<file path="config.mk">
export PLATFORM = sky130hd
export DESIGN_NAME = music_frame_command_decoder_top_flat
export DESIGN_NICKNAME = d
export VERILOG_FILES = /design/src/rtl/mfcd_pkg.sv /design/src/rtl/mfcd_in_if.sv /design/src/rtl/mfcd_out_if.sv /design/src/rtl/mfcd_decode.sv /design/src/rtl/music_frame_command_decoder_top.sv /design/src/flat_wrapper.sv
export SDC_FILE = /design/constraint.sdc
export NUM_CORES = 1
export LEC_CHECK = 0
export BUFFER_PORTS_ARGS = -buffer_cell sky130_fd_sc_hd__buf_2
export CORE_MARGIN = 3
export CORE_UTILIZATION = 23
export DETAILED_ROUTE_END_ITERATION = 7
export SYNTH_ARGS = -nofsm -noshare
export SYNTH_HDL_FRONTEND = slang
export SYNTH_HIERARCHICAL = 1
export SYNTH_SLANG_ARGS = --single-unit
</file>
<file path="constraint.sdc">
create_clock -name i_clk -period 7.13 [get_ports i_clk]
set_input_delay 0.3565 -clock i_clk [delete_from_list [all_inputs] [get_ports i_clk]]
set_output_delay 0.3565 -clock i_clk [all_outputs]
set_load 0.005 [all_outputs]
</file>
<file path="src/rtl/mfcd_pkg.sv">
// ----------------------------------------------------------------------------
// mfcd_pkg
// Types and constants shared by the music frame command decoder files.
// ----------------------------------------------------------------------------
package mfcd_pkg;

    localparam int ACTION_W   = 2;
    localparam int BYTE_W     = 8;
    localparam int WORD_W     = 16;
    localparam int KIND_W     = 4;
    localparam int NIBBLE_W   = 4;
    localparam int SEED_W     = 7;
    localparam int CFG_IDX_W  = 2;
    localparam int CFG_DATA_W = 16;
    localparam int MAX_RES    = 3;
    localparam int CNT_W      = 2;

    // Input actions
    localparam logic [ACTION_W-1:0] ACT_TICK   = 2'd0;
    localparam logic [ACTION_W-1:0] ACT_BYTE   = 2'd1;
    localparam logic [ACTION_W-1:0] ACT_START  = 2'd2;
    localparam logic [ACTION_W-1:0] ACT_PAUSE  = 2'd3;

    // Configuration register indexes
    localparam logic [CFG_IDX_W-1:0] CFG_TRACK_LENGTH = 2'd0;
    localparam logic [CFG_IDX_W-1:0] CFG_LOOP_POINT   = 2'd1;
    localparam logic [CFG_IDX_W-1:0] CFG_LOOP_ENABLE  = 2'd2;
    localparam logic [CFG_IDX_W-1:0] CFG_TRI_LIMIT    = 2'd3;

    // Result kinds
    localparam logic [KIND_W-1:0] KIND_P1_PERIOD  = 4'd0;
    localparam logic [KIND_W-1:0] KIND_P2_PERIOD  = 4'd1;
    localparam logic [KIND_W-1:0] KIND_TRI_PERIOD = 4'd2;
    localparam logic [KIND_W-1:0] KIND_P1_VOLDUTY = 4'd3;
    localparam logic [KIND_W-1:0] KIND_P2_VOLDUTY = 4'd4;
    localparam logic [KIND_W-1:0] KIND_NOISE      = 4'd5;
    localparam logic [KIND_W-1:0] KIND_TRI_GATE   = 4'd6;
    localparam logic [KIND_W-1:0] KIND_NOISE_MODE = 4'd7;
    localparam logic [KIND_W-1:0] KIND_SAMPLE     = 4'd8;
    localparam logic [KIND_W-1:0] KIND_KILL       = 4'd9;
    localparam logic [KIND_W-1:0] KIND_FRAME_DONE = 4'd10;
    localparam logic [KIND_W-1:0] KIND_REWOUND    = 4'd11;
    localparam logic [KIND_W-1:0] KIND_STOPPED    = 4'd12;

    typedef enum logic [13:0] {
        PH_IDLE    = 14'b00000000000001,
        PH_CONTROL = 14'b00000000000010,
        PH_P1_HI   = 14'b00000000000100,
        PH_P1_LO   = 14'b00000000001000,
        PH_P2_HI   = 14'b00000000010000,
        PH_P2_LO   = 14'b00000000100000,
        PH_TRI_HI  = 14'b00000001000000,
        PH_TRI_LO  = 14'b00000010000000,
        PH_SQ1     = 14'b00000100000000,
        PH_SQ2     = 14'b00001000000000,
        PH_NOISE   = 14'b00010000000000,
        PH_EXT     = 14'b00100000000000,
        PH_DMC_A   = 14'b01000000000000,
        PH_DMC_B   = 14'b10000000000000
    } t_phase;

    typedef struct packed {
        t_phase              phase;
        logic [BYTE_W-1:0]   pending_control;
        logic [WORD_W-1:0]   byte_position;
        logic [BYTE_W-1:0]   word_high_byte;
        logic                kill_pending;
        logic [BYTE_W-1:0]   sample_select;
        logic                playing;
        logic                active;
    } t_state;

    typedef struct packed {
        logic [WORD_W-1:0] track_length;
        logic [WORD_W-1:0] loop_point;
        logic              loop_enable;
        logic [WORD_W-1:0] tri_limit;
    } t_cfg;

    typedef struct packed {
        logic [KIND_W-1:0]   kind;
        logic [WORD_W-1:0]   word_value;
        logic [NIBBLE_W-1:0] volume;
        logic [NIBBLE_W-1:0] table_index;
        logic [NIBBLE_W-1:0] sample_rate_index;
        logic [SEED_W-1:0]   sample_seed;
        logic                flag_bit;
        logic                last;
    } t_result;

    typedef t_result [MAX_RES-1:0] t_res_list;

endpackage

</file>
<file path="src/rtl/mfcd_in_if.sv">
// ----------------------------------------------------------------------------
// mfcd_in_if
// Input channel: one action and stream byte per word.
// ----------------------------------------------------------------------------
interface mfcd_in_if;
    import mfcd_pkg::*;

    logic                valid;
    logic                ready;
    logic [ACTION_W-1:0] action;
    logic [BYTE_W-1:0]   byte_value;

    modport source (output valid, action, byte_value, input ready);
    modport sink   (input valid, action, byte_value, output ready);
endinterface

</file>
<file path="src/rtl/mfcd_out_if.sv">
// ----------------------------------------------------------------------------
// mfcd_out_if
// Result channel: one voice-update result per word.
// ----------------------------------------------------------------------------
interface mfcd_out_if;
    import mfcd_pkg::*;

    logic                valid;
    logic                ready;
    logic [KIND_W-1:0]   kind;
    logic [WORD_W-1:0]   word_value;
    logic [NIBBLE_W-1:0] volume;
    logic [NIBBLE_W-1:0] table_index;
    logic [NIBBLE_W-1:0] sample_rate_index;
    logic [SEED_W-1:0]   sample_seed;
    logic                flag_bit;
    logic                last;

    modport source (output valid, kind, word_value, volume, table_index,
                    sample_rate_index, sample_seed, flag_bit, last, input ready);
    modport sink   (input valid, kind, word_value, volume, table_index,
                    sample_rate_index, sample_seed, flag_bit, last, output ready);
endinterface

</file>
<file path="src/rtl/mfcd_decode.sv">
// ----------------------------------------------------------------------------
// mfcd_decode
// Single-pass decode of one action: next parser state and up to three results.
// ----------------------------------------------------------------------------
module mfcd_decode (
    input  mfcd_pkg::t_state                    i_state,
    input  mfcd_pkg::t_cfg                      i_cfg,
    input  logic [mfcd_pkg::ACTION_W-1:0]       i_action,
    input  logic [mfcd_pkg::BYTE_W-1:0]         i_byte,
    output mfcd_pkg::t_state                    o_state,
    output mfcd_pkg::t_res_list                 o_res,
    output logic [mfcd_pkg::CNT_W-1:0]          o_cnt
);
    import mfcd_pkg::*;

    typedef struct packed {
        t_phase phase;
        logic   emit_gate;
        logic   emit_done;
    } t_adv;

    function automatic t_phase stage_phase(input logic [2:0] s);
        t_phase p;
        p = PH_IDLE;
        case (s)
            3'd0:    p = PH_P1_HI;
            3'd1:    p = PH_P2_HI;
            3'd2:    p = PH_TRI_HI;
            3'd3:    p = PH_SQ1;
            3'd4:    p = PH_SQ2;
            3'd5:    p = PH_NOISE;
            default: p = PH_IDLE;
        endcase
        return p;
    endfunction

    // Find the next announced field from stage 'from'; past the noise byte
    // the gate is always reported once no further field is announced, then either the extension byte or done.
    function automatic t_adv advance(input logic [BYTE_W-1:0] c, input logic [2:0] from);
        t_adv a;
        logic found;
        found       = 1'b0;
        a.phase     = PH_IDLE;
        a.emit_gate = 1'b0;
        a.emit_done = 1'b0;
        for (int s = 0; s < 6; s++) begin
            if (!found && (3'(s) >= from) && c[s]) begin
                found   = 1'b1;
                a.phase = stage_phase(3'(s));
            end
        end
        if (!found) begin
            a.emit_gate = 1'b1;
            if (c[7]) begin
                a.phase = PH_EXT;
            end else begin
                a.emit_done = 1'b1;
                a.phase     = PH_IDLE;
            end
        end
        return a;
    endfunction

    function automatic t_result mk(input logic [KIND_W-1:0] kind,
                                   input logic [WORD_W-1:0] word,
                                   input logic [NIBBLE_W-1:0] vol,
                                   input logic [NIBBLE_W-1:0] idx,
                                   input logic [NIBBLE_W-1:0] rate,
                                   input logic [SEED_W-1:0] seed,
                                   input logic flag);
        t_result r;
        r.kind              = kind;
        r.word_value        = word;
        r.volume            = vol;
        r.table_index       = idx;
        r.sample_rate_index = rate;
        r.sample_seed       = seed;
        r.flag_bit          = flag;
        r.last              = 1'b0;
        return r;
    endfunction

    t_state              st;
    t_result             res [MAX_RES];
    logic [CNT_W-1:0]    cnt;
    t_adv                adv;
    logic                adv_use;
    logic [WORD_W-1:0]   word;
    logic [WORD_W-1:0]   zero_w;
    t_result             r_none;

    always_comb begin
        st      = i_state;
        cnt     = '0;
        adv     = '{phase: PH_IDLE, emit_gate: 1'b0, emit_done: 1'b0};
        adv_use = 1'b0;
        zero_w  = '0;
        r_none  = mk(KIND_P1_PERIOD, zero_w, '0, '0, '0, '0, 1'b0);
        word    = {i_state.word_high_byte, i_byte};
        for (int k = 0; k < MAX_RES; k++) begin
            res[k] = r_none;
        end

        unique case (i_action)
            ACT_TICK: begin
                st.phase = PH_IDLE;
                if (i_state.active && i_state.playing) begin
                    if (i_state.byte_position >= i_cfg.track_length) begin
                        if (i_cfg.loop_enable) begin
                            st.byte_position = i_cfg.loop_point;
                            st.phase         = PH_CONTROL;
                            res[cnt] = mk(KIND_REWOUND, i_cfg.loop_point, '0, '0, '0, '0, 1'b0);
                            cnt = cnt + 2'd1;
                        end else begin
                            st.byte_position = '0;
                            st.playing       = 1'b0;
                            st.active        = 1'b0;
                            res[cnt] = mk(KIND_STOPPED, zero_w, '0, '0, '0, '0, 1'b0);
                            cnt = cnt + 2'd1;
                        end
                    end else begin
                        st.phase = PH_CONTROL;
                    end
                end
            end
            ACT_BYTE: begin
                if (i_state.phase != PH_IDLE) begin
                    st.byte_position = i_state.byte_position + WORD_W'(1);
                    unique case (i_state.phase)
                        PH_CONTROL: begin
                            st.pending_control = i_byte;
                            if (i_byte == '0) begin
                                res[cnt] = mk(KIND_FRAME_DONE, zero_w, '0, '0, '0, '0, 1'b0);
                                cnt = cnt + 2'd1;
                                st.phase = PH_IDLE;
                            end else begin
                                adv     = advance(i_byte, 3'd0);
                                adv_use = 1'b1;
                            end
                        end
                        PH_P1_HI: begin
                            st.word_high_byte = i_byte;
                            st.phase          = PH_P1_LO;
                        end
                        PH_P2_HI: begin
                            st.word_high_byte = i_byte;
                            st.phase          = PH_P2_LO;
                        end
                        PH_TRI_HI: begin
                            st.word_high_byte = i_byte;
                            st.phase          = PH_TRI_LO;
                        end
                        PH_P1_LO: begin
                            res[cnt] = mk(KIND_P1_PERIOD, word, '0, '0, '0, '0, 1'b0);
                            cnt = cnt + 2'd1;
                            adv     = advance(i_state.pending_control, 3'd1);
                            adv_use = 1'b1;
                        end
                        PH_P2_LO: begin
                            res[cnt] = mk(KIND_P2_PERIOD, word, '0, '0, '0, '0, 1'b0);
                            cnt = cnt + 2'd1;
                            adv     = advance(i_state.pending_control, 3'd2);
                            adv_use = 1'b1;
                        end
                        PH_TRI_LO: begin
                            // Clamp out-of-range triangle periods to zero
                            res[cnt] = mk(KIND_TRI_PERIOD,
                                          (word > i_cfg.tri_limit) ? zero_w : word,
                                          '0, '0, '0, '0, 1'b0);
                            cnt = cnt + 2'd1;
                            adv     = advance(i_state.pending_control, 3'd3);
                            adv_use = 1'b1;
                        end
                        PH_SQ1: begin
                            res[cnt] = mk(KIND_P1_VOLDUTY, zero_w, i_byte[3:0], i_byte[7:4],
                                          '0, '0, 1'b0);
                            cnt = cnt + 2'd1;
                            adv     = advance(i_state.pending_control, 3'd4);
                            adv_use = 1'b1;
                        end
                        PH_SQ2: begin
                            res[cnt] = mk(KIND_P2_VOLDUTY, zero_w, i_byte[3:0], i_byte[7:4],
                                          '0, '0, 1'b0);
                            cnt = cnt + 2'd1;
                            adv     = advance(i_state.pending_control, 3'd5);
                            adv_use = 1'b1;
                        end
                        PH_NOISE: begin
                            res[cnt] = mk(KIND_NOISE, zero_w, i_byte[3:0], i_byte[7:4],
                                          '0, '0, 1'b0);
                            cnt = cnt + 2'd1;
                            adv     = advance(i_state.pending_control, 3'd6);
                            adv_use = 1'b1;
                        end
                        PH_EXT: begin
                            res[cnt] = mk(KIND_NOISE_MODE, zero_w, '0, '0, '0, '0, i_byte[7]);
                            cnt = cnt + 2'd1;
                            st.kill_pending = i_byte[5];
                            if (i_byte[6]) begin
                                st.phase = PH_DMC_A;
                            end else begin
                                if (i_byte[5]) begin
                                    res[cnt] = mk(KIND_KILL, zero_w, '0, '0, '0, '0, 1'b0);
                                    cnt = cnt + 2'd1;
                                end
                                res[cnt] = mk(KIND_FRAME_DONE, zero_w, '0, '0, '0, '0, 1'b0);
                                cnt = cnt + 2'd1;
                                st.phase = PH_IDLE;
                            end
                        end
                        PH_DMC_A: begin
                            st.sample_select = i_byte;
                            st.phase         = PH_DMC_B;
                        end
                        PH_DMC_B: begin
                            res[cnt] = mk(KIND_SAMPLE, zero_w, '0,
                                          i_state.sample_select[3:0],
                                          i_state.sample_select[7:4],
                                          i_byte[6:0], i_byte[7]);
                            cnt = cnt + 2'd1;
                            if (i_state.kill_pending) begin
                                res[cnt] = mk(KIND_KILL, zero_w, '0, '0, '0, '0, 1'b0);
                                cnt = cnt + 2'd1;
                            end
                            res[cnt] = mk(KIND_FRAME_DONE, zero_w, '0, '0, '0, '0, 1'b0);
                            cnt = cnt + 2'd1;
                            st.phase = PH_IDLE;
                        end
                        default: begin
                            st.phase = PH_IDLE;
                        end
                    endcase
                    if (adv_use) begin
                        st.phase = adv.phase;
                        if (adv.emit_gate) begin
                            res[cnt] = mk(KIND_TRI_GATE, zero_w, '0, '0, '0, '0,
                                          st.pending_control[6]);
                            cnt = cnt + 2'd1;
                        end
                        if (adv.emit_done) begin
                            res[cnt] = mk(KIND_FRAME_DONE, zero_w, '0, '0, '0, '0, 1'b0);
                            cnt = cnt + 2'd1;
                        end
                    end
                end
            end
            ACT_START: begin
                if (!i_state.active) begin
                    st.active  = 1'b1;
                    st.playing = 1'b1;
                end
                st.byte_position = '0;
                st.phase         = PH_IDLE;
            end
            default: begin
                st.playing = ~i_state.playing;
            end
        endcase

        // Mark the final result of this action
        if (cnt != '0) begin
            res[cnt - 2'd1].last = 1'b1;
        end
    end

    assign o_state = st;
    assign o_cnt   = cnt;
    always_comb begin
        for (int k = 0; k < MAX_RES; k++) begin
            o_res[k] = res[k];
        end
    end

endmodule

</file>
<file path="src/rtl/music_frame_command_decoder_top.sv">
// ----------------------------------------------------------------------------
// music_frame_command_decoder_top
// Per-frame command decoder for one music track driving a five-voice
// sound generator.
// ----------------------------------------------------------------------------
// Usage:
//   i_in carries one word per action: a frame tick, a stream byte, a track
//   start or a pause toggle. o_out carries voice-update results, up to three
//   per input word, the final one flagged by last. The configuration port
//   (i_cfg_we, i_cfg_index, i_cfg_data) writes the track length, loop point,
//   loop enable and triangle period limit; write it only while idle.
//   An accepted input word waits in the input register, is decoded into the
//   result list, and its first result is then shown from the output register.
//   Throughput: while the result list is empty, a word that gives no result is
//   taken every cycle; a word with results holds the three-entry list until all
//   have left through the single result register; then the next word decodes.
//   Reset (synchronous, active low) clears the parser, position, play state
//   and both channels; the triangle limit returns to all ones.
//   When the receiver stalls the output register holds, the result list
//   fills, and i_in.ready drops once the input register is occupied.
// ----------------------------------------------------------------------------
module music_frame_command_decoder_top (
    input  logic                               i_clk,
    input  logic                               i_rst_n,
    mfcd_in_if.sink                            i_in,
    mfcd_out_if.source                         o_out,
    input  logic                               i_cfg_we,
    input  logic [mfcd_pkg::CFG_IDX_W-1:0]     i_cfg_index,
    input  logic [mfcd_pkg::CFG_DATA_W-1:0]    i_cfg_data
);
    import mfcd_pkg::*;

    // Configuration
    t_cfg r_cfg;

    // Input register
    logic                r_in_vld;
    logic [ACTION_W-1:0] r_in_action;
    logic [BYTE_W-1:0]   r_in_byte;

    // Parser state
    t_state r_st;
    t_state n_st;

    // Result list and output register
    t_res_list        r_list;
    t_res_list        n_list;
    logic [CNT_W-1:0] r_cnt;
    logic [CNT_W-1:0] n_cnt;
    t_result          r_out;
    logic             r_out_vld;

    logic dec_fire;
    logic move;
    logic in_take;

    // Decode only when the list has fully drained into the output register
    assign dec_fire = r_in_vld && (r_cnt == '0);
    assign move     = (r_cnt != '0) && (!r_out_vld || o_out.ready);
    assign in_take  = i_in.valid && i_in.ready;

    assign i_in.ready = !r_in_vld || dec_fire;

    mfcd_decode u_decode (
        .i_state  (r_st),
        .i_cfg    (r_cfg),
        .i_action (r_in_action),
        .i_byte   (r_in_byte),
        .o_state  (n_st),
        .o_res    (n_list),
        .o_cnt    (n_cnt)
    );

    // Configuration writes
    always_ff @(posedge i_clk) begin
        if (!i_rst_n) begin
            r_cfg.track_length <= '0;
            r_cfg.loop_point   <= '0;
            r_cfg.loop_enable  <= 1'b0;
            r_cfg.tri_limit    <= '1;
        end else if (i_cfg_we) begin
            unique case (i_cfg_index)
                CFG_TRACK_LENGTH: r_cfg.track_length <= i_cfg_data;
                CFG_LOOP_POINT:   r_cfg.loop_point   <= i_cfg_data;
                CFG_LOOP_ENABLE:  r_cfg.loop_enable  <= i_cfg_data[0];
                default:          r_cfg.tri_limit    <= i_cfg_data;
            endcase
        end
    end

    // Input register: hold the word until decode takes it
    always_ff @(posedge i_clk) begin
        if (!i_rst_n) begin
            r_in_vld <= 1'b0;
        end else if (in_take) begin
            r_in_vld <= 1'b1;
        end else if (dec_fire) begin
            r_in_vld <= 1'b0;
        end
    end

    always_ff @(posedge i_clk) begin
        if (in_take) begin
            r_in_action <= i_in.action;
            r_in_byte   <= i_in.byte_value;
        end
    end

    // Parser state: advance on every decoded word
    always_ff @(posedge i_clk) begin
        if (!i_rst_n) begin
            r_st.phase           <= PH_IDLE;
            r_st.pending_control <= '0;
            r_st.byte_position   <= '0;
            r_st.word_high_byte  <= '0;
            r_st.kill_pending    <= 1'b0;
            r_st.sample_select   <= '0;
            r_st.playing         <= 1'b0;
            r_st.active          <= 1'b0;
        end else if (dec_fire) begin
            r_st <= n_st;
        end
    end

    // Result list: load on decode, shift towards the head on each move
    always_ff @(posedge i_clk) begin
        if (!i_rst_n) begin
            r_cnt <= '0;
        end else if (dec_fire) begin
            r_cnt <= n_cnt;
        end else if (move) begin
            r_cnt <= r_cnt - 2'd1;
        end
    end

    always_ff @(posedge i_clk) begin
        if (dec_fire) begin
            r_list <= n_list;
        end else if (move) begin
            for (int k = 0; k < MAX_RES - 1; k++) begin
                r_list[k] <= r_list[k + 1];
            end
        end
    end

    // Output register
    always_ff @(posedge i_clk) begin
        if (!i_rst_n) begin
            r_out_vld <= 1'b0;
        end else if (move) begin
            r_out_vld <= 1'b1;
        end else if (o_out.ready) begin
            r_out_vld <= 1'b0;
        end
    end

    always_ff @(posedge i_clk) begin
        if (move) begin
            r_out <= r_list[0];
        end
    end

    assign o_out.valid             = r_out_vld;
    assign o_out.kind              = r_out.kind;
    assign o_out.word_value        = r_out.word_value;
    assign o_out.volume            = r_out.volume;
    assign o_out.table_index       = r_out.table_index;
    assign o_out.sample_rate_index = r_out.sample_rate_index;
    assign o_out.sample_seed       = r_out.sample_seed;
    assign o_out.flag_bit          = r_out.flag_bit;
    assign o_out.last              = r_out.last;

endmodule
</file>
<file path="src/flat_wrapper.sv">
// flat-port wrapper written by rule: the top's interface ports become plain ports
module music_frame_command_decoder_top_flat import mfcd_pkg::*;
  (i_clk, i_rst_n, i_cfg_we, i_cfg_index, i_cfg_data, i_in_valid, i_in_action, i_in_byte_value, i_in_ready, o_out_valid, o_out_kind, o_out_word_value, o_out_volume, o_out_table_index, o_out_sample_rate_index, o_out_sample_seed, o_out_flag_bit, o_out_last, o_out_ready);
  mfcd_in_if i_in_i ();
  mfcd_out_if o_out_i ();
  input  logic i_clk;
  input  logic i_rst_n;
  input  logic i_cfg_we;
  input  logic [mfcd_pkg::CFG_IDX_W-1:0] i_cfg_index;
  input  logic [mfcd_pkg::CFG_DATA_W-1:0] i_cfg_data;
  input wire logic [$bits(i_in_i.valid)-1:0] i_in_valid;
  input wire logic [$bits(i_in_i.action)-1:0] i_in_action;
  input wire logic [$bits(i_in_i.byte_value)-1:0] i_in_byte_value;
  output wire logic [$bits(i_in_i.ready)-1:0] i_in_ready;
  output wire logic [$bits(o_out_i.valid)-1:0] o_out_valid;
  output wire logic [$bits(o_out_i.kind)-1:0] o_out_kind;
  output wire logic [$bits(o_out_i.word_value)-1:0] o_out_word_value;
  output wire logic [$bits(o_out_i.volume)-1:0] o_out_volume;
  output wire logic [$bits(o_out_i.table_index)-1:0] o_out_table_index;
  output wire logic [$bits(o_out_i.sample_rate_index)-1:0] o_out_sample_rate_index;
  output wire logic [$bits(o_out_i.sample_seed)-1:0] o_out_sample_seed;
  output wire logic [$bits(o_out_i.flag_bit)-1:0] o_out_flag_bit;
  output wire logic [$bits(o_out_i.last)-1:0] o_out_last;
  input wire logic [$bits(o_out_i.ready)-1:0] o_out_ready;
  assign i_in_i.valid = i_in_valid;
  assign i_in_i.action = i_in_action;
  assign i_in_i.byte_value = i_in_byte_value;
  assign i_in_ready = i_in_i.ready;
  assign o_out_valid = o_out_i.valid;
  assign o_out_kind = o_out_i.kind;
  assign o_out_word_value = o_out_i.word_value;
  assign o_out_volume = o_out_i.volume;
  assign o_out_table_index = o_out_i.table_index;
  assign o_out_sample_rate_index = o_out_i.sample_rate_index;
  assign o_out_sample_seed = o_out_i.sample_seed;
  assign o_out_flag_bit = o_out_i.flag_bit;
  assign o_out_last = o_out_i.last;
  assign o_out_i.ready = o_out_ready;
  music_frame_command_decoder_top u_core (.i_clk(i_clk), .i_rst_n(i_rst_n), .i_in(i_in_i), .o_out(o_out_i), .i_cfg_we(i_cfg_we), .i_cfg_index(i_cfg_index), .i_cfg_data(i_cfg_data));
endmodule
</file>
==> metrics, run 1 <==
status=finished clean; Routed WL=39,160 µm; max incr delay on CP=0.95 ns; Die X=258.0 µm; via count=11,100; max frequency=0.2085 GHz; Final Hold Fails=0; placed cell count=2,427; fin crit period=4.797 ns; DRC=0; TritonCTS Buffers=31; clk root buf=clkbuf_16; post-synthesis to final-layout area growth=13.30%; maxcap violations=0; gpl congestion=0.8916; # rows=91; Slew headroom=23.41%; r2r endpoint=u_core/r_list[30]; total gr overflow=0; Yosys warnings=6; critical path peak fanout=20; largest net degree at the start of global routing=110; drt pass-1 iters=6; Syn Area/Cell=9.196 µm²; # IOs=76; vias per cell=4.446; post_cts resized=0; CP startpoint kind=flip-flop; FF-to-FF setup slack=2.33 ns; Hold Path Depth=3; Fin Setup TNS=0 ns; WHS Endpoint=u_core/r_cfg[1]; clock net sink count=283; VDD IR-drop max=0.1928 mV; Finished Layout Cells=2,496; commonest cells after routing, fill and taps aside=nand2_1, edfxtp_1, dfxtp_1; final worst slack=2.333 ns; via count of the first global-routing pass=10,500; Final Slew Violations=0; CP Capture Type=flip-flop; crit path cell chain=nor4_4 > nand3_1 > nor3b_2 > nand2_1 > o2111ai_1 > ha_1 > a31oi_1 > nor2_1 > ha_1 > a21oi_1 > o221a_2 > o21ai_2 > o21ai_0 > nand2_1 > nand2_1; cell repeated most along the worst path=nand2_1; hold path start=i_cfg_data[1]; Syn Inst Count=1,588; crit path DAT=5.24 ns; CORE AREA=62,280 µm²; nets@finish=1,706; share of cells above drive strength 1=10.68%; RSZ-0062 raised after global routing=no; Starting Density=23.45%; Worst-path clk slew=0.06 ns; Power Density=310.7 nW/µm²; Setup CP Type=flip-flop to flip-flop; port bufs=75; clk buf depth=3; worst slack, placed=2.448 ns; Setup Fix Bufs, Post-CTS=0; global-route wire length before repair=60,730 µm; initial antenna violation count=0; H-tree levels=1; most common cell after layout, fill and taps aside=nand2_1; ANT nets after route=0; full die area=66,550 µm²; die height=258.0 µm; mapped cell area=14,600 µm²; DR WL/cell=15.69 µm; Worst Max-Slew Pin Slew=1.144 ns; RR Startpoint=u_core/r_st[51]; slowest stage cell, crit path=nor3b_2; Hold Path Class=input port to flip-flop; Total GRT Usage=11.46%; Iteration-0 DRC Markers=908; Clock Latency Late Sink=0.57 ns; Worst EP required=7.57 ns; Clock Skew=0.01337 ns; period utilization=67.28%; leakage=6.381 nW; CTS tree=yes; R2R depth=15; Hold WS=0.04981 ns; Detailed Place HPWL=27,360 µm; final setup violation count=0
## per-layer routing
| layer | global-route usage (%) | share of wire (%) |
|---|---|---|
| met1 | 15.00 | 45 |
| met2 | 19.42 | 47 |
| met3 | 1.549 | 4.8 |
| met4 | 3.962 | 3.3 |
| met5 | 0 | 0 |
## worst max path at each step
stage | end | slack, ns | depth (start not counted) | from
4_1_cts | u_core/r_list[30] | 2.41 | 15 | u_core/r_st[51]
3_3_place_gp | u_core/r_list[27] | 2.60 | 15 | u_core/r_st[51]
2_1_floorplan | u_core/r_list[0] | 0.04 | 4 | u_core/r_cnt[0]
5_1_grt | u_core/r_list[36] | 1.89 | 15 | u_core/r_st[51]
6_report | u_core/r_list[30] | 2.33 | 15 | u_core/r_st[51]
3_5_place_dp | u_core/r_list[31] | 2.45 | 15 | u_core/r_st[51]
## power by group
part           internal, mW  leakage (nW)  total [mW]  switching (mW)
logic                 0.273          3.37        1.00           0.727
registers              2.44          2.56        2.63           0.195
clock network         0.832         0.447        1.51           0.677
total                  3.54          6.38        5.14            1.60
## repair_timing
item,4_1_cts,5_1_grt
hold buffers,10,0
endpoints found under the setup margin,0,0
hold endpoints to repair,10,0
## worst max-delay path, delay by kind of cell (launching register included)
kind,cells,cell delay [ns]
AND/OR/NAND/NOR,7,2.14
adder cells (fa/ha/maj),2,0.56
flip-flops,1,0.47
AO/OA/AOI/OAI,6,1.47
## state kept, by name (all words and copies together), names as in the netlist, 4 cells and up
name,count
u_core/o_out.kind,4
u_core/o_out.sample_rate_index,4
u_core/o_out.sample_seed,7
u_core/o_out.table_index,4
u_core/o_out.volume,4
u_core/o_out.word_value,16
u_core/r_cfg,49
u_core/r_in_byte,8
u_core/r_list,123
u_core/r_st,56
## area by class of cell
class / count / area (µm²)
Multi-Input combinational cell: 1153 / 6295
Inverter: 65 / 254.0
Clock buffer: 41 / 833.3
Antenna cell: 1 / 2.502
Timing Repair Buffer: 99 / 580.6
Sequential cell: 283 / 7407
Clock inverter: 17 / 125.1
Tap cell: 837 / 1047
Fill cell: 6620 / 45740
## metrics by stage
stage | total power, mW | instance area, µm² | utilization, %
finish | 5.140 | 16540 | 26.56
floorplan | 3.293 | 14870 | -
global route | 5.427 | 16540 | 26.56
detailed placement | 3.683 | 15480 | 24.86
global placement | 3.656 | 15480 | 24.86
CTS | 5.221 | 16540 | 26.56
(Power assumes the default switching activity.)
==> run 2, diff against run 1 <==
Settings changed: ABC_AREA set to 1.
Clock period 7.13 ns to 4.46 ns, I/O delays scaled along.
==> run 2 against run 1 <==
  * Fmax rose by 40%
  * Design area rose by 1.3%
  * Synthesized cell count rose by 9.4%
  * First-iteration DRC count rose by 0.66%
  * Combinational power rose by 130%
  * Clock skew fell by 0.0055 ns
  * Utilization rose by 0.39 points
  * Global-route usage rose by 0.12 points
  * Non-clock buffer count rose by 21
  * Count of clock-buffer cells in the layout fell by 1
  * Clock power rose by 68%
  * Worst setup slack got worse by 1.3 ns
  * Critical endpoint is now u_core/r_list[6]
==> metrics, run 2 <==
status=finished clean; Die X=257.4 µm; global-route wire length before repair=61,080 µm; fin crit period=3.431 ns; mapped cell area=14,540 µm²; CTS tree=yes; Setup CP Type=flip-flop to flip-flop; slowest stage cell, crit path=nor3_1; Largest register FFs=123; commonest cells after routing, fill and taps aside=nand2_1, nor2_1, edfxtp_1; max frequency=0.2915 GHz; die height=257.4 µm; most common cell after layout, fill and taps aside=nand2_1; CP Capture Type=flip-flop; Final Hold Fails=0; via count of the first global-routing pass=10,470; Power Total=9.160 mW; Routed WL=39,440 µm; max incr delay on CP=0.42 ns; ANT nets after route=0; R2R depth=21; top flop regs=u_core/r_list x123, u_core/r_st x56, u_core/r_cfg x49; gpl congestion=0.9531; Worst EP required=4.91 ns; initial antenna violation count=1; clk buf depth=3; maxcap violations=0; Worst-path clk slew=0.06 ns; via count=11,330; Starting Density=23.38%; largest register by flop count=u_core/r_list; vias per cell=4.220; largest net degree at the start of global routing=101; Slew headroom=37.87%; DR WL/cell=14.69 µm; DRC=0; diode count=0; Total GRT Usage=11.59%; post-synthesis to final-layout area growth=15.30%; RSZ-0062 raised after global routing=no; cell repeated most along the worst path=nand2_1; final setup violation count=0; CORE AREA=62,170 µm²; CP startpoint kind=flip-flop; period utilization=76.93%; critical path peak fanout=13; Yosys warnings=6; TritonCTS Buffers=30; Detailed Place HPWL=28,080 µm; Syn Inst Count=1,737; post_cts resized=0; Clock Skew=0.007882 ns; Power Density=546.5 nW/µm²; share of cells above drive strength 1=11.36%; crit path DAT=3.88 ns; clock net sink count=283; drt pass-1 iters=5; Syn Area/Cell=8.369 µm²; H-tree levels=1; # rows=91; Final Slew Violations=0; clk root buf=clkbuf_16; port bufs=75; Fin Setup TNS=0 ns; nets@finish=1,897; Worst Max-Slew Pin Slew=0.9319 ns; total gr overflow=0; Iteration-0 DRC Markers=914; # IOs=76; Hold Path Class=input port to flip-flop; crit path cell chain=nor2_2 > nand2_2 > nor2_4 > nand2_1 > nor2_2 > buf_4 > nand2_1 > o21ai_0 > nor2_2 > inv_1 > ha_1 > inv_1 > nand2_1 > nand2_1 > inv_1 > ha_1 > nand2_4 > o21ai_0 > nor3_1 > nand2_1 > nand2_1; full die area=66,250 µm²; leakage=7.117 nW; Clock Latency Late Sink=0.58 ns; Fill cells=6,733; Hold Path Depth=4; VDD IR-drop max=0.3037 mV
-- run 2: cell count changes in the layout (fill, tap and decap cells not counted), moves of 17 or more --
cell           delta
nor2_1          +207
o21ai_0          +71
a21boi_0         -68
inv_1            +59
nand3_1          +47
nand2_1          -32
a21boi_1         -20
dlygate4sd3_1    +20
and3_1           -18
a21oi_1          +17
-- run 2: final cells by class --
cell class | instances | area (µm²) | area share, %
Clock inverter | 16 | 160.2 | 0.9556
Sequential cell | 283 | 7407 | 44.20
Clock buffer | 40 | 858.3 | 5.121
Inverter | 136 | 519.2 | 3.098
Timing Repair Buffer | 120 | 800.8 | 4.778
Tap cell | 837 | 1047 | 6.249
Multi-Input combinational cell | 1253 | 5967 | 35.60
-- run 2: critical path: cells and delay by family (launching register included) --
kind                       cells  cell delay [ns]
AOI/OAI and AO/OA              2             0.32
adders and majority gates      2             0.46
buffers and inverters          4             0.39
DFF                            1             0.34
and+or+nand+nor               13             1.79
-- run 2: path summary, 6_finish.rpt --
check | from | slack, ns | end
max | u_core/r_st[51] | 1.03 | u_core/r_list[6]
min | i_cfg_index[0] | 0.04 | u_core/r_cfg[16]
max reg2reg | u_core/r_st[51] | 1.03 | u_core/r_list[6]
min reg2reg | u_core/r_list[6] | 0.42 | u_core/o_out.sample_seed[4]
-- run 2: power breakdown --
group,switching (mW),internal [mW]
registers,0.417,3.94
clock network,1.06,1.47
logic,1.56,0.710
total,3.04,6.12
-- run 2: repair_timing --
item / CTS / global route
endpoints found under the hold margin: 53 / 0
hold buffers: 30 / 0
buffers inserted: 0 / 0
-- run 2: metal layers --
layer	track usage, %	part of all wire (%)
met3	1.407	5.0
met4	3.288	2.6
met2	19.21	47
met5	0	0
met1	15.90	46
-- run 2: per-stage QoR --
stage                     hold WS (ns)  area [µm²]  cells  worst slack (ns)  utilization (%)
after floorplan                 0.3219       14800   1807             1.285                -
after global placement          0.4006       15440   2599             1.061            24.84
after detailed placement        0.4052       15440   2599             1.084            24.84
after CTS                      0.02655       16760   2685             1.056            26.96
after global routing           0.04315       16760   2685            0.6682            26.96
final                          0.04183       16760   2685             1.029            26.96
==> run 3, diff against run 2 <==
Clock period 4.46 ns to 3.4 ns, I/O delays scaled along.
==> run 3 against run 2 <==
  * Final cell count grew 1.2%
  * Fmax grew 7.9%
  * First-iteration DRC count shrank 2.8%
  * Global-route usage grew 0.10 points
  * Total power grew 29%
  * Register-to-register slack lost 0.81 ns
  * Sequential share of layout area shrank 0.45 points
  * Non-clock buffer count grew 35
  * Largest power group unchanged
==> metrics, run 3 (same netlist as run 2, synthesis figures left out) <==
status=finished clean; Seq. cell area=7410 µm²; crit path DAT=3.61 ns; gpl congestion=0.9349; DR WL/cell=14.73 µm; placed cell count=2,632; worst slack, placed=0.2731 ns; Finished Layout Cells=2,718; clk buf depth=3; Slew headroom=37.42%; drt pass-1 iters=5; share of cells above drive strength 1=12.60%; Hold Path Class=input port to flip-flop; max frequency=0.3146 GHz; Multi-input gate area=5982 µm²; Fill cells=6,741; # rows=91; leakage=7.224 nW; CP Capture Type=flip-flop; Fin Setup TNS=0 ns; final worst slack=0.2213 ns; post-route cell area=16,940 µm²; Final Hold Fails=0; ANT nets after route=0; global-route wire length before repair=60,950 µm; Worst-path clk slew=0.06 ns; port bufs=75; Detailed Place HPWL=28,720 µm; Power Density=695.9 nW/µm²; clock net sink count=283; H-tree levels=1; nets@finish=1,934; clk root buf=clkbuf_16; maxcap violations=0; Final Slew Violations=0; total gr overflow=0; Routed WL=40,030 µm; critical path peak fanout=7; diode count=0; full die area=66,250 µm²; fin crit period=3.179 ns; Worst Max-Slew Pin Slew=0.9387 ns; via count of the first global-routing pass=10,520; Power Total=11.79 mW; CORE AREA=62,170 µm²; VDD IR-drop max=0.4368 mV; Total GRT Usage=11.69%; Clock Skew=0.01633 ns; post-synthesis to final-layout area growth=16.52%; Clock Latency Late Sink=0.58 ns; Hold WS=0.03834 ns; initial antenna violation count=0; # IOs=76; TritonCTS Buffers=31; Largest register FFs=123; Iteration-0 DRC Markers=888; die height=257.4 µm; Die X=257.4 µm; via count=11,380; most common cell after layout, fill and taps aside=nand2_1; Setup CP Type=flip-flop to flip-flop; CTS tree=yes; period utilization=93.49%; largest register by flop count=u_core/r_list; Placed Area=15,710 µm²; CP startpoint kind=flip-flop; vias per cell=4.186; Starting Density=23.38%; Worst EP required=3.83 ns; DRC=0; commonest cells after routing, fill and taps aside=nand2_1, nor2_1, edfxtp_1; final setup violation count=0; largest net degree at the start of global routing=107; top flop regs=u_core/r_list x123, u_core/r_st x56, u_core/r_cfg x49; post-layout util=27.25%
run 3: area by class of cell:
cell class	count	area share, %
Clock buffer	43	4.964
Clock inverter	10	0.3103
Inverter	136	3.066
Multi-Input combinational cell	1254	35.32
Sequential cell	283	43.75
Tap cell	837	6.183
Timing Repair Buffer	155	6.412
run 3: metal layers:
layer / vias up / GRT usage, % / share of wire, %
met4: 0 / 4.526 / 3.7
met2: 275 / 19.74 / 47
li1: 5822 / - / -
met3: 62 / 1.781 / 5.0
met5: - / 0 / 0
met1: 5218 / 15.06 / 45
run 3: what timing repair did:
item	CTS	global route
endpoints found under the setup margin	0	18
resized for setup	0	3
setup buffers	0	2
hold buffers	30	0
hold endpoints to repair	61	0
run 3: critical path, cell delays in order (launching register included):
cell	delay [ns]
edfxtp_1	0.41
nor2_2	0.25
nand4_1	0.25
nor2_1	0.20
nand2_1	0.11
o21ai_0	0.11
nor2_2	0.10
inv_1	0.06
ha_1	0.22
inv_1	0.05
nand2_1	0.04
nand2_1	0.11
inv_1	0.08
ha_1	0.24
nand2_4	0.12
nand2_4	0.11
nor2_4	0.28
nand3_2	0.09
nand2_1	0.07
nand2_1	0.06
nand2_1	0.08
run 3: power breakdown:
group	internal, mW	switching, mW	total, mW
combinational	1.02	2.08	3.09
clock	1.71	1.32	3.02
sequential	5.16	0.516	5.67
total	7.88	3.91	11.8
run 3: worst paths after layout:
kind                            depth (start not counted)                     end                 from  slack (ns)
worst max-delay path                                   20       u_core/r_list[36]  u_core/r_in_byte[1]        0.22
worst min-delay path                                    4        u_core/r_cfg[16]             i_cfg_we        0.04
worst max register to register                         20       u_core/r_list[36]  u_core/r_in_byte[1]        0.22
worst min register to register                          0  u_core/o_out.volume[1]    u_core/r_list[18]        0.41
